===== src/rtl/assert_macros.svh =====
// Assertion macros for the RTL of the soft disk stamp block.
// Define NO_ASSERTIONS to compile every assertion away.
`ifndef ASSERT_MACROS_SVH
`define ASSERT_MACROS_SVH
`ifndef NO_ASSERTIONS
`define SDS_ASSERT(lbl, clk, rst_n, prop) \
	lbl: assert property (@(posedge clk) disable iff (!rst_n) prop) \
	else $error("assertion failed");
`define SDS_ASSERT_NEVER(lbl, clk, rst_n, expr) \
	lbl: assert property (@(posedge clk) disable iff (!rst_n) !(expr)) \
	else $error("forbidden condition seen");
`else
`define SDS_ASSERT(lbl, clk, rst_n, prop)
`define SDS_ASSERT_NEVER(lbl, clk, rst_n, expr)
`endif
`endif


===== src/rtl/sds_mul.sv =====
// Shared 24x24 unsigned multiplier with a registered product.
// Depends on nothing; the sequencer in the top level feeds it.
module sds_mul (
	input  logic        clk,
	input  logic [23:0] a,
	input  logic [23:0] b,
	output logic [47:0] p
);

	always_ff @(posedge clk) begin
		p <= a * b;
	end

endmodule


===== config.mk =====
export PLATFORM = sky130hd
export DESIGN_NAME = sds_mul
export DESIGN_NICKNAME = d
export VERILOG_FILES = /design/src/rtl/assert_macros.svh /design/src/rtl/sds_mul.sv
export SDC_FILE = /design/constraint.sdc
export NUM_CORES = 1
export LEC_CHECK = 0
export BUFFER_PORTS_ARGS = -buffer_cell sky130_fd_sc_hd__buf_2
export CORE_MARGIN = 4
export CORE_UTILIZATION = 40
export DETAILED_ROUTE_END_ITERATION = 8
export SYNTH_ARGS = -nofsm -noshare
export SYNTH_HDL_FRONTEND = slang
export SYNTH_SLANG_ARGS = --single-unit

===== constraint.sdc =====
create_clock -name clk -period 11.7 [get_ports clk]
set_input_delay 0 -clock clk [delete_from_list [all_inputs] [get_ports clk]]
set_output_delay 0 -clock clk [all_outputs]
set_load 0.01 [all_outputs]

# Yosys cells after proc, flatten, opt, wreduce, memory -nomap -nowiden
# Cells that the tools add are included.
# W data, S select, Z words.
op_classes:
  mul: 1
ops:
  columns: ["op", "n"]
  rows:
  - ["$mul A24 B24 Y48", 1]
totals:
  ff_bits: 48
  in_bits: 49
  out_inout_bits: 48

# Longest topological paths before layout
logic_depth:
  ltp_word: 1
  mapped_depth: 26

# Worst setup path after synthesis
# Ideal clock, no wire load.
synth_path:
  path_type: "input port to flip-flop"
  startpoint: "input b[3]"
  endpoint: "register p[44]"
  setup_time_ns: 0.064
  arrival_ns: 5.944
  required_time_ns: 11.636
  slack_ns: 5.692
  path_stages: 25
  n_path_buf: 1
  cell_sequence: "clkbuf_1 > nand2_1 > fa_1 > inv_1 > fa_1 > inv_1 > fa_1 > inv_1 > fa_1 > inv_1 > fa_1 > inv_1 > fa_1 > inv_1 > fa_1 > inv_1 > ha_1 > a21oi_1 > nand2_1 > nor3_1 > a2111oi_4 > o21ai_1 > a21oi_1 > or3_1 > nand4_1"
synth_via:
  elab_chain_len: 1
synth_lines:
  columns: ["element", "line", "source"]
  rows:
  - ["start, declared", "sds_mul.sv:6", "input logic [23:0] b,"]
  - ["$mul A24 B24 Y48", "sds_mul.sv:11", "p <= a * b;"]
  - ["end signal, assigned", "sds_mul.sv:11", null]
  - ["end, declared", "sds_mul.sv:7", "output logic [47:0] p"]
# Every way passes these cells.

# Worst setup path in the final report
layout_path:
  startpoint: "input b[16]"
  endpoint: "register p[46]"
# Same word-level chain as after synthesis.

==> impl_metrics.py <==
metrics = {
    "critical_path": {
        "worstPathArrival_ns": 6.85,
        "cp_slowest_cell": "fa_1",
        "path_class": "input port to flip-flop",
        "critPathLaunchType": "input port",
        "max_stage_delay_ns": 0.57,
        "crit_chain": "buf_2 > nand2_1 > fa_1 > inv_1 > fa_1 > inv_1 > fa_1 > inv_1 > fa_1 > fa_1 > fa_1 > inv_1 > fa_1 > inv_1 > ha_1 > and4_4 > nor3b_2 > a22oi_1 > a2111oi_4 > o21ai_1 > a21oi_1 > nand4_1 > and3_1",
        "crit_required_ns": 11.93,
        "crit_top_cell": "fa_1",
        "end_kind": "flip-flop",
        "crit_path_max_fanout": 24,
    },
    "logic_synthesis": {
        "synth_area_per_cell_um2": 8.96,
        "yosys.area.top_type_share_pct": 48.1,
        "synth_edf_count": 0,
        "synthArstFlopShare_pct": 0,
        "synthTopCellsByCount": "inv_1 (559), fa_1 (482), nand2_1 (307)",
        "synthCells": 2238,
        "synth_ff_type": "dfxtp_1",
        "synth_seq_cells": 48,
        "synth.largest_area_cell": "fa_1",
        "ys_seq_area_share_pct": 4.79,
        "syn_nets": 2943,
        "synth_cell_types": 51,
        "ys_warn_count": 0,
        "synth.area.top_cells": "fa_1 (48%), ha_1 (11%), inv_1 (10%)",
        "synth.most_common_cell": "inv_1",
        "netlist_area_um2": 20100,
    },
    "floorplanning": {
        "initial_core_util_pct": 40.7,
        "core_area_um2": 49300,
        "die_h_um": 232,
        "rows": 81,
        "die_x_um": 232,
        "io_pins": 97,
        "die-area_um2": 53800,
    },
    "cells_and_area": {
        "fillers": 4918,
        "largestRegisters": "p: 48 flops",
        "largest_reg_flops": 48,
        "final_net_count": 2941,
        "final-seq-area_um2": 961,
        "drive_gt1_share_pct": 5.27,
        "syn_to_final_growth_pct": 5.52,
        "multi_input_comb_area_um2": 16600,
        "largest-register": "p",
    },
    "clock_tree": {
        "cts_max_level": 2,
        "tritoncts": "yes",
        "post_cts_resized": 0,
        "cts-root-buf": "clkbuf_16",
        "cts.sinks": 48,
        "hold_buffers": 0,
        "cts_buffers": 5,
        "path_clk_slew_ns": 0.08,
        "post_cts_buffers": 0,
        "clockBufferDepth": 2,
    },
    "place": {
        "portBuffers": 96,
        "place_hpwl_um": 42800,
        "place.gp.congestion": 0.884,
    },
    "grt": {
        "grt_max_degree": 25,
        "track_usage_pct": 21.4,
        "grt-ovfl-total": 0,
        "antenna_found_initial": 2,
        "grt_first_pass_wirelength_um": 89900,
        "grt_pass1_vias": 15979,
    },
    "timing": {
        "timing.final.crit_share_pct": 56.6,
        "min_period_ns": 6.62,
        "maxSlewViolCount": 0,
        "finalSetupViolCount": 0,
        "final.setup.tns_ns": 0,
        "finalHoldViolCount": 0,
        "fmax_ghz": 0.151,
        "max_slew_margin_pct": 47.0,
        "rsz0062_at_grt": "false",
        "worst_slew_pin_slew_ns": 0.794,
    },
    "run_status": {
        "status": "complete, no violations",
    },
    "detailed_routing": {
        "via_per_inst": 4.97,
        "initialDrtViolationCount": 942,
        "num_vias": 14442,
        "wl_um": 54200,
        "drt-pass1-iter-count": 5,
        "remaining_drc_errors": 0,
        "final_antenna_net_count": 0,
        "wire_per_inst_um": 18.7,
    },
    "job": {
        "max_cap_viol_count": 0,
    },
    "min_path": {
        "hp-class": "input port to flip-flop",
    },
}
## cell type report
cell class / count / area share (%)
Tap cell: 664 / 3.93
Sequential cell: 48 / 4.54
Antenna cell: 2 / 0.0236
Clock inverter: 3 / 0.325
Inverter: 559 / 9.91
Clock buffer: 5 / 0.591
Timing Repair Buffer: 96 / 2.27
Multi-Input combinational cell: 1526 / 78.4
## cells by family (layout without fill, tap and decap cells)
| kind of cell | after synthesis | in the layout | share of synthesized area [%] |
|---|---|---|---|
| AO/OA/AOI/OAI | 131 | 131 | 4.32 |
| XOR/XNOR | 43 | 43 | 1.88 |
| adder cells (fa/ha/maj) | 656 | 656 | 59.0 |
| buffers and inverters | 664 | 663 | 12.5 |
| flip-flops | 48 | 48 | 4.79 |
| other | 0 | 2 | 0 |
| AND/OR/NAND/NOR | 696 | 696 | 17.6 |
## final timing paths
path              startpoint            end  slack [ns]  cells past startpoint
hold / removal          a[0]   p[0]$_DFF_P_        0.20                      2
setup / recovery       b[16]  p[46]$_DFF_P_        5.08                     23
## per-stage QoR
stage | setup slack [ns] | util, % | cell area, um^2 | hold slack, ns | cells
2_1_floorplan | 5.69 | - | 20100 | 0.127 | 2238
3_3_place_gp | 4.77 | 42.6 | 21000 | 0.400 | 2893
3_5_place_dp | 4.74 | 42.6 | 21000 | 0.396 | 2893
4_1_cts | 5.06 | 43.0 | 21200 | 0.181 | 2901
5_1_grt | 4.69 | 43.0 | 21200 | 0.198 | 2902
6_report | 5.08 | 43.0 | 21200 | 0.199 | 2903
## layout by cell type, fill, tap and decap left out, drive strengths merged, types with 14 or more instances in the layout
| cell type | count |
|---|---|
| inv | 560 |
| fa | 482 |
| nand2 | 307 |
| and2 | 304 |
| ha | 174 |
| buf | 96 |
| a21oi | 49 |
| dfxtp | 48 |
| xnor2 | 30 |
| nor2 | 22 |
| o21ai | 20 |
| a21o | 16 |
| nand3 | 14 |
## per-layer routing
layer	vias to the layer above	GRT usage, %	share of wire [%]
li1	6485	-	-
met1	7453	31.3	46
met2	454	32.7	45
met3	50	4.72	7.6
met4	0	4.65	1.8
met5	-	0	0
## worst max-delay path: cells and delay by family
family                   cells  cell delay, ns
adder cells (fa/ha/maj)      8            4.01
AO/OA/AOI/OAI                4            1.16
AND/OR/NAND/NOR              5            0.90
buffers and inverters        6            0.77
Power is not shown: default switching activity piles up to over one toggle a cycle in this logic, so the estimate is an artifact.
