===== src/rtl/assert_macros.svh =====
// Assertion macros for the RTL of the soft disk stamp block.
// Define NO_ASSERTIONS to compile every assertion away.
`ifndef ASSERT_MACROS_SVH
`define ASSERT_MACROS_SVH
`ifndef NO_ASSERTIONS
`define SDS_ASSERT(lbl, clk, rst_n, prop) \
	lbl: assert property (@(posedge clk) disable iff (!rst_n) prop) \
	else $error("assertion failed");
`define SDS_ASSERT_NEVER(lbl, clk, rst_n, expr) \
	lbl: assert property (@(posedge clk) disable iff (!rst_n) !(expr)) \
	else $error("forbidden condition seen");
`else
`define SDS_ASSERT(lbl, clk, rst_n, prop)
`define SDS_ASSERT_NEVER(lbl, clk, rst_n, expr)
`endif
`endif


===== src/rtl/sds_ram.sv =====
// Generic single-write, single-read RAM with registered read data.
// No dependencies.
module sds_ram #(
	parameter int WIDTH = 8,
	parameter int DEPTH = 256
) (
	input  logic                     clk,
	input  logic                     we,
	input  logic [$clog2(DEPTH)-1:0] waddr,
	input  logic [WIDTH-1:0]         wdata,
	input  logic [$clog2(DEPTH)-1:0] raddr,
	output logic [WIDTH-1:0]         rdata
);

	logic [WIDTH-1:0] mem [DEPTH];

	always_ff @(posedge clk) begin
		if (we) begin
			mem[waddr] <= wdata;
		end
		rdata <= mem[raddr];
	end

endmodule


===== config.mk =====
export PLATFORM = sky130hd
export DESIGN_NAME = sds_ram
export DESIGN_NICKNAME = d
export VERILOG_FILES = /design/src/rtl/assert_macros.svh /design/src/rtl/sds_ram.sv
export SDC_FILE = /design/constraint.sdc
export NUM_CORES = 2
export LEC_CHECK = 0
export ABC_CLOCK_PERIOD_IN_PS = 2800
export BUFFER_PORTS_ARGS = -buffer_cell sky130_fd_sc_hd__buf_2
export CORE_MARGIN = 4
export CORE_UTILIZATION = 50
export CTS_CLUSTER_SIZE = 10
export DETAILED_ROUTE_END_ITERATION = 6
export PLACE_DENSITY = 0.65
export SYNTH_ARGS = -nofsm -noshare
export SYNTH_HDL_FRONTEND = slang
export SYNTH_SLANG_ARGS = --single-unit

===== constraint.sdc =====
create_clock -name clk -period 2.8 [get_ports clk]
set_clock_uncertainty 0.2 [all_clocks]
set_input_delay 0.28 -clock clk [delete_from_list [all_inputs] [get_ports clk]]
set_output_delay 0.28 -clock clk [all_outputs]
set_load 0.1 [all_outputs]

==> Yosys cells after proc, flatten, opt, wreduce, memory -nomap -nowiden <==
Memories as Yosys holds them, arrays and structs flattened. A register that Yosys moved wholly into a read port is not among the register bits.
Cells that the tools add are included.
{ "classes": {"n_mux": 2} }
{ "op_table": {"columns": ["op", "n"], "rows": [
  ["$mux 1", 2]
]} }
{ "totals": {"reg_bits": 0, "ramBits": 2048, "in_bits": 26, "out_inout_bits": 8, "elab_cells": 3, "memories": 1} }
{ "memory_table": {"columns": ["name", "depth", "width", "rd", "rd_ports_with_merged_regs", "wr", "line_no", "text"], "rows": [
  ["mem", 256, 8, 1, 1, 1, "sds_ram.sv:15", "logic [WIDTH-1:0] mem [DEPTH];"]
]} }

==> Depth between registers and ports, before layout <==
{ "logic_depth": {"ltp_word": 2, "depth_mapped": 11} }

==> Least setup slack after synthesis <==
Ideal clock, no wire load.
{ "synth_timing": {"path_kind": "input to register", "start": "input raddr[0]", "end": "register rdata[2] (read register of mem)", "setup_ps": 131, "arrival_ps": 2087, "t_required_ps": 2469, "slack_ps": 382, "path_stages": 9, "n_path_buf": 4, "path_cell_list": "buf_6 buf_12 buf_8 buf_2 mux4_2 a22oi_1 a21oi_1 nor4_1 nor4_2"} }
{ "synth_lines": {"columns": ["element", "line_no", "text"], "rows": [
  ["start: declaration", "sds_ram.sv:11", "input logic [$clog2(DEPTH)-1:0] raddr,"],
  ["end: declaration", "sds_ram.sv:12", "output logic [WIDTH-1:0] rdata"]
]} }

==> Worst setup path in the final report <==
{ "layout_timing": {"start": "input waddr[2]", "end": "memory mem[151][0] (enable)"} }
{ "layout_lines": {"columns": ["element", "line_no", "text"], "rows": [
  ["start: declaration", "sds_ram.sv:9", "input logic [$clog2(DEPTH)-1:0] waddr,"],
  ["end: declaration", "sds_ram.sv:15", null]
]} }
No word-level cell before the write port.

==> impl_metrics.env <==
export IMPL_gr_total_overflow=0
export IMPL_cts_buffer_depth=3
export IMPL_finalHoldViolations=0
export IMPL_ys_seq_area_share_pct=77.50
export IMPL_grt_pass1_vias=41370
export IMPL_final_setup_viol_count=0
export IMPL_period_needed_ns=2.696
export IMPL_slowest_delay_ns=0.66
export IMPL_worstSetupEndpoint="mem[151][0]"
export IMPL_maxCapViolCount=0
export IMPL_htreeDepth=4
export IMPL_pin_count=34
export IMPL_dp_cells=6256
export IMPL_reg2reg_to="rdata[0]"
export IMPL_critPathBufInv=6
export IMPL_avgRoutedWirePerCell_um=30.48
export IMPL_drive_gt1_share_pct=31.31
export IMPL_status="completed"
export IMPL_tritoncts="done"
export IMPL_cpMostUsedCell="dlygate4sd3_1"
export IMPL_drtIter0Drc=5227
export IMPL_syn_inst=3733
export IMPL_drv_slew=0
export IMPL_syn_area_mm2=0.07956
export IMPL_rsz0062_at_grt="false"
export IMPL_antenna_found_initial=11
export IMPL_p_leak_uw=0.03014
export IMPL_cts_clk_slew_worst_paths_ns=0.06
export IMPL_crit_reg2reg_launch="mem[77][0]"
export IMPL_via_count=40920
export IMPL_path_max_fanout=10
export IMPL_coreArea_mm2=0.1582
export IMPL_grt_pass1_wl_um=292500
export IMPL_clk_insertion_delay_late_ns=0.87
export IMPL_final_cells=6554
export IMPL_post_cts_setup_buffers=0
export IMPL_final_nets=4455
export IMPL_relSlewSlack_pct=42.75
export IMPL_grt_usage_pct=24.55
export IMPL_portBuffers=33
export IMPL_rows=146
export IMPL_synth_enable_flop_cells=2048
export IMPL_syn_to_final_growth_pct=17.19
export IMPL_crit_cells=9
export IMPL_cts_made_buffers=226
export IMPL_synthArstFlopShare_pct=0
export IMPL_worst_pin_slew_ns=0.8567
export IMPL_rrSetupSlack_ns=0.13
export IMPL_vdd_drop_max_mv=0.6427
export IMPL_yosysWarnings=0
export IMPL_crit_required_ns=3.17
export IMPL_cp_slowest_cell="dlygate4sd3_1"
export IMPL_cp_arrival_ns=3.06
export IMPL_drc=0
export IMPL_synthFlopType="edfxtp_1"
export IMPL_nFillCells=11290
export IMPL_dp_hpwl_um=129800
export IMPL_crit_chain="dlygate4sd3_1 > clkbuf_4 > nor2b_1 > buf_4 > nand3_1 > dlygate4sd3_1 > nor2_1 > dlygate4sd3_1 > buf_4"
export IMPL_dp_slack_ns=-0.5763
export IMPL_reg2reg_depth=7
export IMPL_postPlaceCellArea_mm2=0.08685
export IMPL_cts_root_buf="clkbuf_16"
export IMPL_ys_ff_latch=2056
export IMPL_crit_start="waddr[2]"
export IMPL_grt_max_degree=98
export IMPL_postLayoutSetupSlackWorst_ns=0.1043
export IMPL_wl_um=199700
export IMPL_min_path_type="in -> reg"
export IMPL_fin_crit_sh_pct=96.27
export IMPL_endpoint_kind="flop"
export IMPL_ant_nets=0
export IMPL_cts_num_sinks=2056
export IMPL_syn_area_per_cell_um2=21.31
export IMPL_cp_top_family="buffers and inverters"
export IMPL_design_area_mm2=0.09323
export IMPL_synthDistinctLibCells=55
export IMPL_gp_congestion=0.8587
export IMPL_final_util_pct=58.93
export IMPL_dieArea_mm2=0.1656
export IMPL_critical_path_class="in -> reg"
export IMPL_startpoint_type="input pin"
export IMPL_synth_net_count=3759
export IMPL_dr_pass1_iters=6
export IMPL_initial_core_util_pct=50.29
export IMPL_dieHeight_um=406.9
export IMPL_die_w_um=406.9
export IMPL_via_per_inst=6.244
export IMPL_fmax_mhz=371.0
export IMPL_powerDensity_mw_per_mm2=680.3
==> cells in the mapped netlist (16+ instances only) <==
| cell | number | share of area (%) |
|---|---|---|
| mux4_2 | 454 | 13 |
| nor3_1 | 22 | 0.14 |
| buf_4 | 27 | 0.25 |
| o22ai_1 | 28 | 0.22 |
| buf_6 | 21 | 0.30 |
| nand2_1 | 33 | 0.16 |
| buf_1 | 22 | 0.10 |
| nand3_1 | 34 | 0.21 |
| a22oi_1 | 133 | 1.3 |
| mux2i_1 | 134 | 1.7 |
| clkbuf_1 | 111 | 0.52 |
| a211oi_1 | 16 | 0.15 |
| o221ai_1 | 46 | 0.51 |
| nor2_1 | 282 | 1.3 |
| buf_2 | 31 | 0.20 |
| nor2b_1 | 31 | 0.24 |
| a21oi_1 | 96 | 0.60 |
| edfxtp_1 | 2048 | 77 |
| nor4_1 | 24 | 0.19 |
==> registers in the layout, indices dropped and copies added, names as in the netlist <==
| signal | flops |
|---|---|
| mem | 2048 |
| rdata | 8 |
==> area by class of cell <==
class	count	area, µm²	share of cell area [%]
Clock inverter	23	407.9	0.4375
Antenna cell	8	20.02	0.02147
Multi-Input combinational cell	1442	16500	17.69
Sequential cell	2056	61660	66.14
Inverter	2	7.507	0.008052
Tap cell	2072	2592	2.781
Timing Repair Buffer	701	6280	6.736
Clock buffer	250	5767	6.185
==> metal layers <==
metal  vias up  global-route usage, %  share of wire [%]
met5         -                      0              0.015
met3       307                  5.580                9.9
li1      16970                      -                  -
met4         4                  6.315                2.5
met2      2068                  37.85                 47
met1     21570                  35.99                 41
==> cell families after synthesis <==
| family | after synthesis | synth area share (%) |
|---|---|---|
| AND/OR/NAND/NOR | 466 | 2.628 |
| multiplexers | 591 | 14.62 |
| AO/OA/AOI/OAI | 385 | 3.419 |
| flip-flops | 2056 | 77.50 |
| buffers and inverters | 235 | 1.831 |
==> stage by stage <==
step                total power (µW)  setup TNS, ns  hold slack [ns]
finish                         63420              0          0.09980
detailed placement             38300         -3.176           0.4086
CTS                            63830              0          0.02947
global route                   65380              0          0.09812
global placement               38250         -3.298           0.3999
floorplan                      36420              0           0.1789
==> repair_timing <==
item / in CTS / in global routing
resized for setup: 1 / 2
setup endpoints to repair: 1 / 6
hold buffers: 17 / 0
endpoints found under the hold margin: 1657 / 0
==> worst min path at each step <==
stage / startpoint / endpoint / slack [ns] / cells after the start
final: we / mem[212][5] / 0.1 / 4
after global routing: we / mem[212][5] / 0.1 / 4
after CTS: we / mem[27][2] / 0.03 / 4
after detailed placement: wdata[5] / mem[147][5] / 0.41 / 1
after global placement: wdata[5] / mem[146][5] / 0.40 / 1
after floorplan: wdata[0] / mem[0][0] / 0.18 / 0
==> placed cells by master, fill, tap and decap left out, types with 5 or more instances in the layout <==
cell           netlist  layout
dfxtp_1              8       8
and2_1               6       6
o211ai_1            10      10
nand3_1             34      34
clkinv_1             1       9
diode_2              0       8
o22ai_1             28      28
clkinv_16            0       9
edfxtp_1          2048    2048
clkbuf_16            0     227
a211oi_1            16      16
nor3_1              22      21
nor2b_1             31      28
o21ai_0             10      10
dlygate4sd3_1        0      17
a21oi_1             96      96
buf_12               8      76
nand2_1             33      33
nor4_1              24      23
mux4_2             454     454
a22oi_1            133     133
o22a_1               5       5
o221ai_1            46      46
nand2b_1             8       8
mux2i_1            134     134
a221oi_1            13      13
clkbuf_1           111      23
buf_8               13       9
buf_4               27     577
nor2_1             282     279
a22o_1               8       8
nand4_1             10      10
buf_2               31      20
==> tightest hold or removal path, cell delays in order <==
cell and delay [ns]:
buf_2 0.21, nand3_1 0.13, buf_4 0.22, nor2_1 0.12
==> report_power, final <==
part | internal, µW | leakage [µW] | switching (µW) | total, µW
logic | 1420 | 0.00868 | 2250 | 3670
clock network | 14500 | 0.00299 | 11200 | 25700
registers | 33900 | 0.0185 | 70.5 | 34000
Note: power is estimated with default switching activity, not from simulation.
