$ cat src/rtl/assert_macros.svh
// Assertion macros for the RTL of the soft disk stamp block.
// Define NO_ASSERTIONS to compile every assertion away.
`ifndef ASSERT_MACROS_SVH
`define ASSERT_MACROS_SVH
`ifndef NO_ASSERTIONS
`define SDS_ASSERT(lbl, clk, rst_n, prop) \
	lbl: assert property (@(posedge clk) disable iff (!rst_n) prop) \
	else $error("assertion failed");
`define SDS_ASSERT_NEVER(lbl, clk, rst_n, expr) \
	lbl: assert property (@(posedge clk) disable iff (!rst_n) !(expr)) \
	else $error("forbidden condition seen");
`else
`define SDS_ASSERT(lbl, clk, rst_n, prop)
`define SDS_ASSERT_NEVER(lbl, clk, rst_n, expr)
`endif
`endif

$ cat src/rtl/sds_pkg.sv
// Shared constants and types of the soft disk stamp block.
// No dependencies; used by the top level, sds_root and the testbench.
package sds_pkg;

	localparam int MAP_SIZE = 256;
	localparam int DEPTH    = MAP_SIZE * MAP_SIZE;
	localparam int CW       = $clog2(MAP_SIZE);
	localparam int AW       = $clog2(DEPTH);
	localparam int PIX_W    = 8;

	// texel-space position widths (Q.8)
	localparam int TW = 44;
	localparam int PW = 46;
	localparam int RTW = 39;
	localparam int TX_OFFSET = MAP_SIZE * 128;

	// stamp: v = largest n with (n + STAMP_BASE) * r <= 850 * d
	localparam int STAMP_K    = 722500;
	localparam int STAMP_BASE = 595;
	localparam int RS_W       = 20;
	localparam int RAD_W      = 62;
	localparam int ROOT_W     = 31;
	localparam int QUOT_W     = 10;

	localparam int CFG_IW = 2;

	typedef enum logic [CFG_IW-1:0] {
		REG_ORIGIN_X = 2'd0,
		REG_ORIGIN_Y = 2'd1,
		REG_TEXELS   = 2'd2
	} reg_index_t;

	typedef struct packed {
		logic              start;
		logic [RAD_W-1:0]  rad;
		logic [RS_W-1:0]   rs;
	} root_req_t;

	typedef struct packed {
		logic              done;
		logic [PIX_W-1:0]  v;
	} root_resp_t;

endpackage

$ cat src/rtl/sds_root.sv
// Bit-serial square root followed by a short restoring divide; yields one stamp value.
// Depends on sds_pkg.
module sds_root (
	input  logic               clk,
	input  logic               arst_n,
	input  sds_pkg::root_req_t req,
	output sds_pkg::root_resp_t resp
);

	typedef enum logic [2:0] {
		R_IDLE = 3'b001,
		R_SQRT = 3'b010,
		R_DIV  = 3'b100
	} rstate_t;

	rstate_t state_q;
	logic    done_q;

	logic [sds_pkg::RAD_W-1:0]  dq_q;
	logic [33:0]                rem_q;
	logic [sds_pkg::ROOT_W-1:0] root_q;
	logic [sds_pkg::ROOT_W-1:0] s_q;
	logic [sds_pkg::RS_W-1:0]   rs_q;
	logic [sds_pkg::QUOT_W-1:0] q_q;
	logic [4:0]                 cnt_q;
	logic [sds_pkg::PIX_W-1:0]  v_q;

	logic [33:0]                rem_sh, trial, rem_n;
	logic                       ge;
	logic [sds_pkg::ROOT_W-1:0] root_n;
	logic [sds_pkg::ROOT_W-1:0] dv, s_n;
	logic                       ge_d;
	logic [sds_pkg::QUOT_W-1:0] q_n;
	logic [sds_pkg::PIX_W-1:0]  v_n;

	always_comb begin
		rem_sh = {rem_q[31:0], dq_q[sds_pkg::RAD_W-1 -: 2]};
		trial  = {1'b0, root_q, 2'b01};
		ge     = rem_sh >= trial;
		rem_n  = ge ? rem_sh - trial : rem_sh;
		root_n = {root_q[sds_pkg::ROOT_W-2:0], ge};

		dv   = sds_pkg::ROOT_W'(rs_q) << cnt_q;
		ge_d = s_q >= dv;
		s_n  = ge_d ? s_q - dv : s_q;
		q_n  = {q_q[sds_pkg::QUOT_W-2:0], ge_d};
		v_n  = (q_n >= sds_pkg::QUOT_W'(sds_pkg::STAMP_BASE))
			? sds_pkg::PIX_W'(q_n - sds_pkg::QUOT_W'(sds_pkg::STAMP_BASE)) : '0;
	end

	always_ff @(posedge clk or negedge arst_n) begin
		if (!arst_n) begin
			state_q <= R_IDLE;
			done_q  <= 1'b0;
		end else begin
			done_q <= 1'b0;
			case (state_q)
				R_IDLE: begin
					if (req.start) begin
						state_q <= R_SQRT;
					end
				end
				R_SQRT: begin
					if (cnt_q == 5'(sds_pkg::ROOT_W - 1)) begin
						state_q <= R_DIV;
					end
				end
				R_DIV: begin
					if (cnt_q == '0) begin
						done_q  <= 1'b1;
						state_q <= R_IDLE;
					end
				end
				default: state_q <= R_IDLE;
			endcase
		end
	end

	always_ff @(posedge clk) begin
		case (state_q)
			R_IDLE: begin
				dq_q   <= req.rad;
				rs_q   <= req.rs;
				rem_q  <= '0;
				root_q <= '0;
				cnt_q  <= '0;
			end
			R_SQRT: begin
				rem_q  <= rem_n;
				root_q <= root_n;
				dq_q   <= {dq_q[sds_pkg::RAD_W-3:0], 2'b00};
				if (cnt_q == 5'(sds_pkg::ROOT_W - 1)) begin
					s_q   <= root_n;
					q_q   <= '0;
					cnt_q <= 5'(sds_pkg::QUOT_W - 1);
				end else begin
					cnt_q <= cnt_q + 5'd1;
				end
			end
			R_DIV: begin
				s_q   <= s_n;
				q_q   <= q_n;
				cnt_q <= cnt_q - 5'd1;
				if (cnt_q == '0) begin
					v_q <= v_n;
				end
			end
			default: begin
				cnt_q <= '0;
			end
		endcase
	end

	assign resp.done = done_q;
	assign resp.v    = v_q;

endmodule

$ cat config.mk
export PLATFORM = sky130hd
export DESIGN_NAME = sds_root
export DESIGN_NICKNAME = d
export VERILOG_FILES = /design/src/rtl/assert_macros.svh /design/src/rtl/sds_pkg.sv /design/src/rtl/sds_root.sv
export SDC_FILE = /design/constraint.sdc
export NUM_CORES = 1
export LEC_CHECK = 0
export ABC_AREA = 1
export ABC_CLOCK_PERIOD_IN_PS = 6400
export BUFFER_PORTS_ARGS = -buffer_cell sky130_fd_sc_hd__buf_2
export CORE_MARGIN = 2
export CORE_UTILIZATION = 35
export CTS_CLUSTER_DIAMETER = 120
export DETAILED_ROUTE_END_ITERATION = 16
export PLACE_DENSITY = 0.61
export SLEW_MARGIN = 30
export SYNTH_ARGS = -nofsm -noshare
export SYNTH_HDL_FRONTEND = slang
export SYNTH_SLANG_ARGS = --single-unit
$ cat constraint.sdc
create_clock -name clk -period 6.4 [get_ports clk]
set_clock_uncertainty 0.2 [all_clocks]
set_input_delay 0.96 -clock clk [delete_from_list [all_inputs] [get_ports clk]]
set_output_delay 0.96 -clock clk [all_outputs]
set_load 0.01 [all_outputs]
=== Word-level counts from Yosys, hierarchy flattened ===
Index checks and enable logic that the tools add are counted.

* $add $sub $neg: 5
* $lt $le $gt $ge: 3
* Eq/ne operators: 8
* Shift-type cells: 1
* Multiplexer cells: 17
* Reduce and logical (&&, ||, !) cells: 7

{| class="wikitable"
|+ Operator list
! cell !! number
|-
| $pmux 31 s2 || 2
|-
| $pmux 62 s2 || 1
|-
| $pmux 32 s2 || 1
|-
| $mux 31 || 2
|-
| $ge 34x33->1 || 1
|-
| $mux 32 || 1
|-
| $sub 32x32->32 || 1
|-
| $ge 31x31->1 || 1
|-
| $shl 20x5->31 || 1
|-
| $sub 31x31->31 || 1
|-
| $pmux 9 s2 || 1
|-
| $ge 10x10->1 const B || 1
|-
| $pmux 5 s2 || 1
|-
| $mux 3 || 3
|-
| $mux 9 || 1
|-
| $pmux 3 s3 || 1
|-
| $ne 2x2->1 const B || 4
|-
| $sub 8x7->8 const B || 1
|-
| $reduce_and 3->1 || 2
|-
| $add 5x1->5 const B || 1
|-
| $eq 5x5->1 const B || 1
|-
| $logic_not 5->1 || 1
|-
| $mux 5 || 1
|-
| $sub 5x1->5 const B || 1
|-
| other kinds (6) || 9
|}

* Register bits: 202
* Output and inout port bits: 9
* Word-level logic and storage cells: 51

=== Longest topological paths before layout ===
Gate-level depths: netlist (run 1).

* Word-level depth: 4
* Gate-level depth with buffers: 31
* Mapped depth without buffers: 30

=== Worst setup path after synthesis (run 1) ===
OpenSTA, ideal clock, no wires.

* Kind: register -> register
* From: reg state_q[0]
* To: reg dq_q[0] (netlist name), enable pin
* Data arrival time: 3.808 ns
* Required time: 5.711 ns
* Slack: 1.902 ns
* Stages on the path, launching flop included: 5
* Buffers on the path: 1
* Period minus slack after synthesis: 4.498 ns
* Cells stage by stage: dfstp_2 -> nor3_1 -> clkinv_1 -> clkbuf_1 -> nand2_1

* Longest elaborated chain between the ends: 2

{| class="wikitable"
|+ RTL lines
! what !! line !! text
|-
| from (decl) || sds_root.sv:16 || <nowiki>rstate_t state_q;</nowiki>
|-
| from (signal assigned) || sds_root.sv:53 || <nowiki>state_q <= R_IDLE;</nowiki>
|-
| from (signal assigned) || sds_root.sv:60 || <nowiki>state_q <= R_SQRT;</nowiki>
|-
| from (signal assigned) || sds_root.sv:65 || <nowiki>state_q <= R_DIV;</nowiki>
|-
| $eq 3x2->1 / $eq 3x1->1 (equally long branches) || sds_root.sv:80 || <nowiki>case (state_q)</nowiki>
|-
| $reduce_bool 2->1 (no line) (*) || n/a ||
|-
| to (signal assigned) || sds_root.sv:82 || <nowiki>dq_q <= req.rad;</nowiki>
|-
| to (signal assigned) || sds_root.sv:91 || <nowiki>dq_q <= {dq_q[sds_pkg::RAD_W-3:0], 2'b00};</nowiki>
|-
| to (decl) || sds_root.sv:19 || <nowiki>logic [sds_pkg::RAD_W-1:0] dq_q;</nowiki>
|}

Every way passes the cells marked *; elsewhere a longest branch is shown, timed or not.
A chain may end at the register's enable or synchronous reset.

=== Final worst setup path (run 1) ===
* From: reg cnt_q[1]
* To: reg v_q[2] (netlist name) (data pin)

* Longest elaborated chain between the ends: 3

{| class="wikitable"
|+ RTL lines
! what !! line !! text
|-
| from (decl) || sds_root.sv:25 || <nowiki>logic [4:0] cnt_q;</nowiki>
|-
| from (signal assigned) || sds_root.sv:95 || <nowiki>cnt_q <= 5'(sds_pkg::QUOT_W - 1);</nowiki>
|-
| from (signal assigned) || sds_root.sv:97 || <nowiki>cnt_q <= cnt_q + 5'd1;</nowiki>
|-
| from (signal assigned) || sds_root.sv:103 || <nowiki>cnt_q <= cnt_q - 5'd1;</nowiki>
|-
| $shl 20x5->31 (*) || sds_root.sv:43 || <nowiki>dv = sds_pkg::ROOT_W'(rs_q) << cnt_q;</nowiki>
|-
| $ge 31x31->1 (*) || sds_root.sv:44 || <nowiki>ge_d = s_q >= dv;</nowiki>
|-
| named net ge_d || sds_root.sv:32 || <nowiki>logic ge_d;</nowiki>
|-
| $sub 8x7->8 / $ge 10x10->1 (equally long branches) || sds_root.sv:48, sds_root.sv:47 ||
|-
| to (signal assigned) || sds_root.sv:105 || <nowiki>v_q <= v_n;</nowiki>
|-
| to (decl) || sds_root.sv:26 || <nowiki>logic [sds_pkg::PIX_W-1:0] v_q;</nowiki>
|}

The timed path passes the listed nets; every way through them passes the cells marked *.

==> metrics.md, run 1 <==
| Metric | Value |
|---|---|
| Result of the run | `complete, no violations` |
| Final setup violation count | `0` |
| Vias in the first global route | `11,100` |
| Slew HR | `0.418` |
| Floorplan die height | `200 um` |
| Length of routed met2 wiring | `16,800 um` |
| Clock buffer count from CTS | `25` |
| Total Negative Setup Slacks | `0 ns` |
| Hold/Removal Path Class | `register to register` |
| Number of filler instances in the final layout | `3,914` |
| Via count of the routed design | `11,600` |
| First-pass GRT wire length | `58,300 um` |
| Sequential cell fraction of total power | `0.284` |
| Max Buffers Root-to-Sink | `3` |
| Endpoints failing hold | `0` |
| Area of the placeable core | `0.0378 sq mm` |
| Final Max Tran Viols | `0` |
| Length in cells of the worst reg-to-reg path | `24` |
| Die Area | `0.0400 sq mm` |
| Switching part of the total power | `0.472` |
| Number of DRC markers in iteration 0 | `830` |
| Distinct cell type count of the synthesized netlist | `58` |
| Worst Hold Path EP | `dq_q[19]$_DFFE_PN_` |
| Class of the most critical setup path | `register to register` |
| Sequential fraction of the synthesis area | `0.446` |
| Yosys reg bits | `202` |
| Worst Min Path Start | `dq_q[17]$_DFFE_PN_` |
| Routed metal-1 wirelength | `16,900 um` |
| Critical R2R Capture | `v_q[2]$_SDFFCE_PN0P_` |
| Maximum number of pins on one net before global-route repair | `95` |
| Routability cong. | `0.920` |
| Grt total ovfl | `0` |
| Required time of the critical path | `6.50 ns` |
| Die Wd | `200 um` |
| Count of flip-flops with a built-in enable after synthesis | `193` |
| # port buffers | `93` |
| Average wire per cell in the routed design | `15.7 um` |
| Max-cap violation count | `0` |
| Synthesized netlist net count | `1,880` |
| Multi-input gate area | `0.00655 sq mm` |
| Power after layout | `8.55 mW` |
| Non-filler instance count after layout | `2,329` |
| Number of instances in the synthesized netlist | `1,725` |
| Peak clock frequency supported by timing | `181 MHz` |
| TritonCTS Sinks | `202` |
| Clock share of power | `0.163` |
| Predominant post-synthesis flop cell | `sky130_fd_sc_hd__edfxtp_1` |
| Mapped Avg Cell Area | `7.79 sq um` |
| Routed via count divided by cell count | `4.98` |
| Clock transition at the registers of the reported paths | `0.06 ns` |
| Post-synthesis instance area | `0.0134 sq mm` |
| Max Fanout on Critical Path | `30` |
| Setup repair after global routing missed its margin | `false` |
| Final WL | `36,500 um` |
| Root buffer cell | `sky130_fd_sc_hd__clkbuf_16` |
| Internal power contribution | `4.51 mW` |
| First-pass iteration count of the detailed router | `7` |
| GR Util All Layers | `0.185` |
| Power density over the cells | `564 mW/mm^2` |
| Warnings from Yosys | `0` |
| Number of placement rows | `71` |
| RR Startpoint | `cnt_q[1]$_DFF_P_` |
| Proportion of register bits with asynchronous set or reset after synthesis | `0.0198` |
| Highest ir drop seen on vdd | `0.000352 V` |
| Initial standard-cell utilization of the core | `0.356` |
| Pin slew with the least headroom to its limit | `0.873 ns` |
| CTS tree | `built` |
| Antenna violations before repair | `0` |
| Area overhead of the layout relative to synthesis | `13.0%` |
| Sequential cell area | `0.00600 sq mm` |
| Routed met3 length | `1660 um` |
| Min Tclk post-route | `5.52 ns` |
| Number of antenna repair diodes | `0` |
| Proportion of layout cells with a drive suffix above 1 | `0.0963` |
| Switch Pwr | `4.04 mW` |
| Post-route antenna net violation count | `0` |
| Top routing layer used | `met4` |
| Worst setup slack for register-to-register paths | `0.88 ns` |
| Kind of start point of the critical path | `register` |
| Leakage power | `6.75 nW` |
| H-Tree Depth | `1` |
| Num ports | `94` |
| DPL Wire Length | `27,600 um` |
| Final Net Count | `1,955` |
| Cells on Worst Hold Path | `2` |
| Part of the power in combinational logic | `0.553` |
| Clock network latency to the later pin of the worst-skew pair | `0.55 ns` |
| Sort of element at the end of the critical path | `register` |
| Arrival time of the worst setup path | `5.62 ns` |
| Remaining design rule violation count | `0` |
| # placed instances | `2,283` |
| Period utilization | `0.862` |
==> stage by stage <==
step           setup WS (ns)  hold WS (ns)  instance area, sq um   util
4_1_cts                0.875         0.318                 15200  0.402
3_5_place_dp           0.888         0.302                 14400  0.381
6_report               0.883         0.314                 15200  0.402
3_3_place_gp            1.16         0.297                 14400  0.381
5_1_grt                0.293         0.329                 15200  0.402
2_1_floorplan           1.90         0.294                 13400      -
==> power groups by stage <==
stage	Clock [mW]	Sequential (mW)	Combinational, mW
detailed placement	0	2.45	4.70
floorplan	0	2.43	3.59
global placement	0	2.44	4.69
global route	1.48	2.48	5.37
finish	1.40	2.43	4.73
CTS	1.43	2.43	4.73
==> sequential cells by signal, indices dropped and copies added (netlist names) <==
signal,flops
dq_q,62
rem_q,32
root_q,31
s_q,31
rs_q,20
q_q,9
v_q,8
cnt_q,5
state_q,3
done_q,1
==> cells in the mapped netlist (15+ instances only) <==
cell type / count / area [sq um]
sky130_fd_sc_hd__xnor2_1: 15 / 131
sky130_fd_sc_hd__xor2_1: 24 / 210
sky130_fd_sc_hd__nor2_1: 217 / 815
sky130_fd_sc_hd__ha_1: 69 / 863
sky130_fd_sc_hd__o21ai_1: 22 / 110
sky130_fd_sc_hd__a21oi_1: 88 / 440
sky130_fd_sc_hd__inv_1: 162 / 608
sky130_fd_sc_hd__clkbuf_1: 37 / 139
sky130_fd_sc_hd__nor3_1: 16 / 80.1
sky130_fd_sc_hd__nand2_1: 558 / 2090
sky130_fd_sc_hd__edfxtp_1: 193 / 5800
sky130_fd_sc_hd__o21ai_0: 101 / 505
sky130_fd_sc_hd__nand3b_1: 17 / 128
sky130_fd_sc_hd__nand3_1: 63 / 315
==> kinds of logic after synthesis <==
logic type,after synthesis,share of synthesized area
xor+xnor,39,0.0254
mux,4,0.00298
fa+ha+maj,70,0.0658
simple gates,911,0.277
buf+inv,223,0.0669
compound gates,276,0.115
flops,202,0.446
==> cell type report <==
class / count / area share
multi-input combinational: 1300 / 0.432
sequential: 202 / 0.395
clock buffer: 31 / 0.0440
tap: 511 / 0.0421
inverter: 167 / 0.0415
timing repair buffer: 104 / 0.0373
clock inverter: 14 / 0.00824
==> critical path: stages, from the launching register on <==
cell and delay (ns):
sky130_fd_sc_hd__dfxtp_1 0.71, sky130_fd_sc_hd__inv_1 0.55, sky130_fd_sc_hd__nand2_1 0.17, sky130_fd_sc_hd__o21ai_0 0.13
sky130_fd_sc_hd__nand2_1 0.09, sky130_fd_sc_hd__o21ai_0 0.12, sky130_fd_sc_hd__nand2_1 0.09, sky130_fd_sc_hd__o21ai_0 0.12
sky130_fd_sc_hd__a221oi_1 0.50, sky130_fd_sc_hd__ha_1 0.39, sky130_fd_sc_hd__a21oi_1 0.24, sky130_fd_sc_hd__a21oi_1 0.10
sky130_fd_sc_hd__nor2_1 0.10, sky130_fd_sc_hd__nand2_1 0.07, sky130_fd_sc_hd__nor2_1 0.08, sky130_fd_sc_hd__nand2_1 0.13
sky130_fd_sc_hd__ha_1 0.23, sky130_fd_sc_hd__nor2_1 0.13, sky130_fd_sc_hd__nand2_1 0.10, sky130_fd_sc_hd__a21oi_1 0.19
sky130_fd_sc_hd__nor2_1 0.08, sky130_fd_sc_hd__o31ai_1 0.39, sky130_fd_sc_hd__inv_1 0.19, sky130_fd_sc_hd__o21ai_0 0.11
sky130_fd_sc_hd__inv_1 0.05
==> layout by cell type (no fill, tap or decap), drive strengths merged, types with 5 or more instances in the layout <==
cell / count
nor3: 18
inv: 168
edfxtp: 193
dfxtp: 5
nand2: 564
nand4: 7
clkbuf: 31
a21o: 9
xor2: 24
o21bai: 9
ha: 69
nand3b: 17
a21oi: 88
xnor2: 15
nor2: 223
o22ai: 11
nand3: 65
o21ai: 125
or2: 10
a211oi: 5
buf: 103
a21boi: 7
clkinv: 11
==> layer usage <==
metal  track usage  vias up
met5             0        -
met4        0.0562        0
met3        0.0225       62
met2         0.305      291
met1         0.254     5367
li1              -     5882
==> worst max-delay path by stage <==
stage	from	slack (ns)	end
finish	cnt_q[1]$_DFF_P_	0.88	v_q[2]$_SDFFCE_PN0P_
global placement	cnt_q[1]$_DFF_P_	1.16	v_q[2]$_SDFFCE_PN0P_
floorplan	state_q[0]$_DFFE_PN1P_	1.90	dq_q[0]$_SDFFCE_PP0N_
global route	cnt_q[1]$_DFF_P_	0.29	v_q[6]$_SDFFCE_PN0P_
detailed placement	cnt_q[1]$_DFF_P_	0.89	v_q[6]$_SDFFCE_PN0P_
CTS	cnt_q[1]$_DFF_P_	0.87	v_q[6]$_SDFFCE_PN0P_
==> timing repair <==
action / CTS / global route
endpoints found under the hold margin: 3 / 0
resized for setup: 0 / 0
hold buffers: 1 / 0
buffers inserted: 0 / 0
Power figures use the tool's default switching activity.
==> inputs of run 2 (changes only) <==
==> constraint.sdc (replaced) <==
create_clock -name clk -period 6.4 [get_ports clk]
set_clock_uncertainty 0.2 [all_clocks]
set_input_delay 1.28 -clock clk [delete_from_list [all_inputs] [get_ports clk]]
set_output_delay 1.28 -clock clk [all_outputs]
set_load 0.01 [all_outputs]
==> metrics.md, run 2 (synthesis results as in run 1) <==
| Metric | Value |
|---|---|
| Result of the run | `complete, no violations` |
| Max-cap violation count | `0` |
| Final setup violation count | `0` |
| Top Registers | `dq_q x62, rem_q x32` |
| Clock network latency to the later pin of the worst-skew pair | `0.55 ns` |
| Flip-flop count of the largest register after layout | `62` |
| Delay of the slowest cell on the worst path | `0.71 ns` |
| Switching part of the total power | `0.473` |
| Number of gates resized after CTS | `0` |
| TritonCTS Sinks | `202` |
| Required time of the critical path | `6.50 ns` |
| Slowest cell on the critical path | `sky130_fd_sc_hd__dfxtp_1` |
| Number of antenna repair diodes | `0` |
| Sum of buffers and inverters on the critical path | `3` |
| Register with the most flip-flops | `dq_q` |
| Clock share of power | `0.163` |
| Smallest hold slack | `0.314 ns` |
| Kind of start point of the critical path | `register` |
| Final WL | `36,500 um` |
| Area overhead of the layout relative to synthesis | `12.9%` |
| Worst setup slack for register-to-register paths | `0.90 ns` |
| Sequential cell fraction of total power | `0.284` |
| DPL Wire Length | `27,600 um` |
| Setup repair after global routing missed its margin | `false` |
| Vias in the first global route | `11,100` |
| Utilization after layout | `0.402` |
| Power density over the cells | `564 mW/mm^2` |
| Number of DRC markers in iteration 0 | `766` |
| Die Area | `0.0400 sq mm` |
| Proportion of layout cells with a drive suffix above 1 | `0.0963` |
| Max Buffers Root-to-Sink | `3` |
| Routability cong. | `0.920` |
| Post-route antenna net violation count | `0` |
| Final Net Count | `1,954` |
| Maximum number of pins on one net before global-route repair | `95` |
| Num ports | `94` |
| Sort of element at the end of the critical path | `register` |
| Endpoints failing hold | `0` |
| Dominant delay contributor by cell family on the critical path | `compound AO/OA/AOI/OAI gates` |
| Hold/Removal Path Class | `register to register` |
| Antenna violations before repair | `0` |
| Part of the power in combinational logic | `0.553` |
| Total Negative Setup Slacks | `0 ns` |
| Area of the placeable core | `0.0378 sq mm` |
| Via count of the routed design | `11,500` |
| Peak clock frequency supported by timing | `182 MHz` |
| Pin slew with the least headroom to its limit | `0.873 ns` |
| Internal power contribution | `4.51 mW` |
| First-pass GRT wire length | `58,300 um` |
| # port buffers | `93` |
| Grt total ovfl | `0` |
| Commonest cells after routing, fill and taps aside | `sky130_fd_sc_hd__nand2_1 (557), sky130_fd_sc_hd__nor2_1 (217), sky130_fd_sc_hd__edfxtp_1 (193)` |
| Slew HR | `0.418` |
| Class of the most critical setup path | `register to register` |
| Grt met1 use | `0.254` |
| Final Max Tran Viols | `0` |
| Min Tclk post-route | `5.50 ns` |
| Dominant cell type by count on the critical path | `sky130_fd_sc_hd__nand2_1` |
| First-pass iteration count of the detailed router | `5` |
| H-Tree Depth | `1` |
| Root buffer cell | `sky130_fd_sc_hd__clkbuf_16` |
| Routed via count divided by cell count | `4.95` |
| Buffer count from post-CTS setup fixing | `0` |
| GR Util All Layers | `0.185` |
| Leakage power | `6.74 nW` |
| Floorplan die height | `200 um` |
| Length in cells of the worst reg-to-reg path | `24` |
| GR Layer Usage met2 | `0.305` |
| Arrival time of the worst setup path | `5.60 ns` |
| Cell count along the critical path | `24` |
| Average wire per cell in the routed design | `15.7 um` |
| Number of placement rows | `71` |
| Setup slack after placement | `0.888 ns` |
| CTS tree | `built` |
| Initial standard-cell utilization of the core | `0.356` |
| Period utilization | `0.859` |
| Max Fanout on Critical Path | `30` |
| Global routing met3 resource utilization | `0.0225` |
| Layer with the highest usage | `met2` |
| Cells on Worst Hold Path | `2` |
| Clock transition at the registers of the reported paths | `0.06 ns` |
| Most common cell after layout, fill and taps aside | `sky130_fd_sc_hd__nand2_1` |
| Clock buffer count from CTS | `25` |
| Highest ir drop seen on vdd | `0.000352 V` |
| Die Wd | `200 um` |
| Worst Setup Slack, final | `0.899 ns` |
| Switch Pwr | `4.04 mW` |
| Remaining design rule violation count | `0` |
| Post-CTS Hold Buffers | `0` |
| Ordered list of cells on the worst path | `inv_1 > nand2_1 > o21ai_0 > nand2_1 > o21ai_0 > nand2_1 > o21ai_0 > a221oi_1 > ha_1 > a21oi_1 > a21oi_1 > nor2_1 > nand2_1 > nor2_1 > nand2_1 > ha_1 > nor2_1 > nand2_1 > a21oi_1 > nor2_1 > o31ai_1 > inv_1 > o21ai_0 > inv_1` |
-- run 2: worst register-to-register path, delay by kind of cell, from the launching register on --
family	cells	cell delay, ns
adder cells (fa/ha/maj)	2	0.62
flip-flops	1	0.71
AND/OR/NAND/NOR	10	1.04
AO/OA/AOI/OAI	9	1.90
buffers and inverters	3	0.80
-- run 2: layout make-up --
class                   count  area (sq um)
clock buffers              31           668
clock inverters            14           125
fillers                  3915         22600
inverters                 167           629
multi-input cells        1300          6550
flip-flops and latches    202          6000
well taps                 511           639
repair buffers            103           557
-- run 2: final timing paths --
| path | endpoint | from |
|---|---|---|
| hold / removal | dq_q[19]$_DFFE_PN_ | dq_q[17]$_DFFE_PN_ |
| max in group asynchronous | state_q[0]$_DFFE_PN1P_ | arst_n |
| setup reg to reg | v_q[2]$_SDFFCE_PN0P_ | cnt_q[1]$_DFF_P_ |
| setup / recovery | v_q[2]$_SDFFCE_PN0P_ | cnt_q[1]$_DFF_P_ |
| min in group asynchronous | done_q$_DFF_PN0_ | arst_n |
| hold reg to reg | dq_q[19]$_DFFE_PN_ | dq_q[17]$_DFFE_PN_ |
-- run 2: layer usage --
layer  wire length (um)  up-vias
met2              16800      268
li1                   -     5873
met5                  0        -
met1              17000     5334
met3               1610       60
met4               1120        0
-- run 2: stage by stage --
stage	cells	instance area [sq um]	power (mW)
2_1_floorplan	1725	13400	6.02
3_3_place_gp	2283	14400	7.13
3_5_place_dp	2283	14400	7.15
4_1_cts	2328	15200	8.59
5_1_grt	2328	15200	9.34
6_report	2328	15200	8.56
-- run 2: power groups by stage --
stage               clock network, mW  logic, mW  registers, mW
CTS                              1.43       4.73           2.43
global route                     1.48       5.37           2.48
global placement                    0       4.69           2.44
finish                           1.39       4.73           2.43
detailed placement                  0       4.70           2.45
floorplan                           0       3.59           2.43
==> inputs of run 3 (changes only) <==
--- a/config.mk
+++ b/config.mk
@@ -6,13 +6,13 @@
 export NUM_CORES = 1
 export LEC_CHECK = 0
 export ABC_AREA = 1
-export ABC_CLOCK_PERIOD_IN_PS = 6400
+export ABC_CLOCK_PERIOD_IN_PS = 4600
 export BUFFER_PORTS_ARGS = -buffer_cell sky130_fd_sc_hd__buf_2
 export CORE_MARGIN = 2
 export CORE_UTILIZATION = 35
 export CTS_CLUSTER_DIAMETER = 120
 export DETAILED_ROUTE_END_ITERATION = 16
-export PLACE_DENSITY = 0.61
+export PLACE_DENSITY = 0.63
 export SLEW_MARGIN = 30
 export SYNTH_ARGS = -nofsm -noshare
 export SYNTH_HDL_FRONTEND = slang
==> constraint.sdc (replaced) <==
create_clock -name clk -period 4.6 [get_ports clk]
set_clock_uncertainty 0.2 [all_clocks]
set_input_delay 0.92 -clock clk [delete_from_list [all_inputs] [get_ports clk]]
set_output_delay 0.92 -clock clk [all_outputs]
set_load 0.01 [all_outputs]
==> metrics.md, run 3 (synthesis results as in run 1) <==
| Metric | Value |
|---|---|
| Worst Min Path Start | `dq_q[53]$_DFFE_PN_` |
| Required time of the critical path | `4.68 ns` |
| Leakage power | `6.89 nW` |
| Num ports | `94` |
| Top Registers | `dq_q x62, rem_q x32` |
| Clock buffer count from CTS | `24` |
| Number of filler instances in the final layout | `3,863` |
| Highest ir drop seen on vdd | `0.000384 V` |
| Max-cap violation count | `0` |
| Average wire per cell in the routed design | `15.3 um` |
| Arrival time of the worst setup path | `4.44 ns` |
| Period utilization | `0.949` |
| Final Max Tran Viols | `0` |
| Via count of the routed design | `11,700` |
| Floorplan die height | `200 um` |
| Area of the placeable core | `0.0378 sq mm` |
| Hold/Removal Path Class | `register to register` |
| DPL Wire Length | `27,200 um` |
| Pin slew with the least headroom to its limit | `0.807 ns` |
| Number of antenna repair diodes | `0` |
| Flip-flop count of the largest register after layout | `62` |
| Power density over the cells | `772 mW/mm^2` |
| Min Tclk post-route | `4.36 ns` |
| Most common cell after layout, fill and taps aside | `sky130_fd_sc_hd__nand2_1` |
| Clock transition at the registers of the reported paths | `0.06 ns` |
| Proportion of layout cells with a drive suffix above 1 | `0.119` |
| # port buffers | `93` |
| Root buffer cell | `sky130_fd_sc_hd__clkbuf_16` |
| Post-route antenna net violation count | `0` |
| Number of DRC markers in iteration 0 | `785` |
| H-Tree Depth | `1` |
| Dominant cell type by count on the critical path | `sky130_fd_sc_hd__nand2_1` |
| Die Area | `0.0400 sq mm` |
| Area overhead of the layout relative to synthesis | `15.5%` |
| Grt total ovfl | `0` |
| First-pass GRT wire length | `57,700 um` |
| RR Startpoint | `cnt_q[0]$_DFF_P_` |
| Vias in the first global route | `11,300` |
| Non-filler instance count after layout | `2,358` |
| Slew HR | `0.462` |
| Endpoints failing hold | `0` |
| Smallest hold slack | `0.318 ns` |
| Number of placement rows | `71` |
| Class of the most critical setup path | `register to register` |
| Register with the most flip-flops | `dq_q` |
| Worst Setup SP | `cnt_q[0]$_DFF_P_` |
| Kind of start point of the critical path | `register` |
| CTS tree | `built` |
| Clock network latency to the later pin of the worst-skew pair | `0.53 ns` |
| Sort of element at the end of the critical path | `register` |
| Maximum number of pins on one net before global-route repair | `96` |
| Max Fanout on Critical Path | `6` |
| First-pass iteration count of the detailed router | `5` |
| Power after layout | `12.0 mW` |
| Worst Setup Slack, final | `0.235 ns` |
| Final WL | `36,000 um` |
| Routed via count divided by cell count | `4.95` |
| Die Wd | `200 um` |
| Slowest cell on the critical path | `sky130_fd_sc_hd__ha_1` |
| Routability cong. | `0.982` |
| Delay of the slowest cell on the worst path | `0.39 ns` |
| Sequential cell area | `0.00600 sq mm` |
| Commonest cells after routing, fill and taps aside | `sky130_fd_sc_hd__nand2_1 (555), sky130_fd_sc_hd__nor2_1 (217), sky130_fd_sc_hd__edfxtp_1 (193)` |
| Result of the run | `complete, no violations` |
| GR Util All Layers | `0.181` |
| TritonCTS Sinks | `202` |
| Final Net Count | `1,986` |
| Initial standard-cell utilization of the core | `0.356` |
| Final setup violation count | `0` |
| Peak clock frequency supported by timing | `229 MHz` |
| Utilization after layout | `0.411` |
| # placed instances | `2,313` |
| Remaining design rule violation count | `0` |
| Multi-input gate area | `0.00663 sq mm` |
| Setup slack after placement | `-0.0523 ns` |
| Antenna violations before repair | `0` |
| Max Buffers Root-to-Sink | `3` |
run 3: cell types whose count changed in the layout (fill, tap and decap cells not counted), moves of 3 or more:
cell	delta
sky130_fd_sc_hd__buf_4	+28
sky130_fd_sc_hd__o21ai_0	-15
sky130_fd_sc_hd__o21ai_1	+10
sky130_fd_sc_hd__clkbuf_1	+7
sky130_fd_sc_hd__o21ai_2	+5
sky130_fd_sc_hd__a21oi_1	-3
sky130_fd_sc_hd__a21oi_2	+3
sky130_fd_sc_hd__buf_12	+3
sky130_fd_sc_hd__clkinv_1	-3
sky130_fd_sc_hd__clkinv_2	-3
run 3: through the flow:
stage / instance area [sq um] / TNS, ns
after floorplan: 13400 / 0
after global placement: 14600 / -0.0668
after detailed placement: 14600 / -0.202
after CTS: 15400 / 0
after global routing: 15500 / -0.243
final: 15500 / 0
run 3: area by class of cell:
class | instances | area share
Tap cell | 511 | 0.0412
Inverter | 167 | 0.0407
Multi-Input combinational cell | 1300 | 0.427
Clock inverter | 6 | 0.00524
Clock buffer | 36 | 0.0430
Sequential cell | 202 | 0.387
Timing Repair Buffer | 136 | 0.0557
run 3: path summary, 6_finish.rpt:
path	endpoint	slack, ns	depth (start not counted)
min in group asynchronous	state_q[2]$_DFFE_PN0P_	0.53	2
max in group asynchronous	state_q[0]$_DFFE_PN1P_	3.47	2
hold reg to reg	dq_q[55]$_DFFE_PN_	0.32	2
setup reg to reg	v_q[2]$_SDFFCE_PN0P_	0.24	27
setup / recovery	v_q[2]$_SDFFCE_PN0P_	0.24	27
hold / removal	dq_q[55]$_DFFE_PN_	0.32	2
run 3: repair_timing:
item,CTS,global route
resized for setup,1,37
endpoints found under the setup margin,6,8
setup buffers,0,1
pin swaps,0,3
endpoints found under the hold margin,3,0
hold buffers,1,0
run 3: layer usage:
metal	track usage	wire, um	up-vias
met3	0.0245	1700	61
met4	0.0628	1260	0
met1	0.246	16700	5345
met2	0.297	16300	315
li1	-	-	5951
met5	0	0	-
run 3: where the power goes:
part           internal [mW]  switching (mW)  total, mW
registers               3.08           0.284       3.37
logic                   2.18            4.58       6.76
clock network           1.11           0.736       1.84
run 3: critical path: cells and delay by family, from the launching register on:
kind / cells / cell delay, ns
buffers and inverters: 4 / 0.36
AOI/OAI and AO/OA: 7 / 1.23
and+or+nand+nor: 14 / 1.34
adders and majority gates: 2 / 0.60
DFF: 1 / 0.38
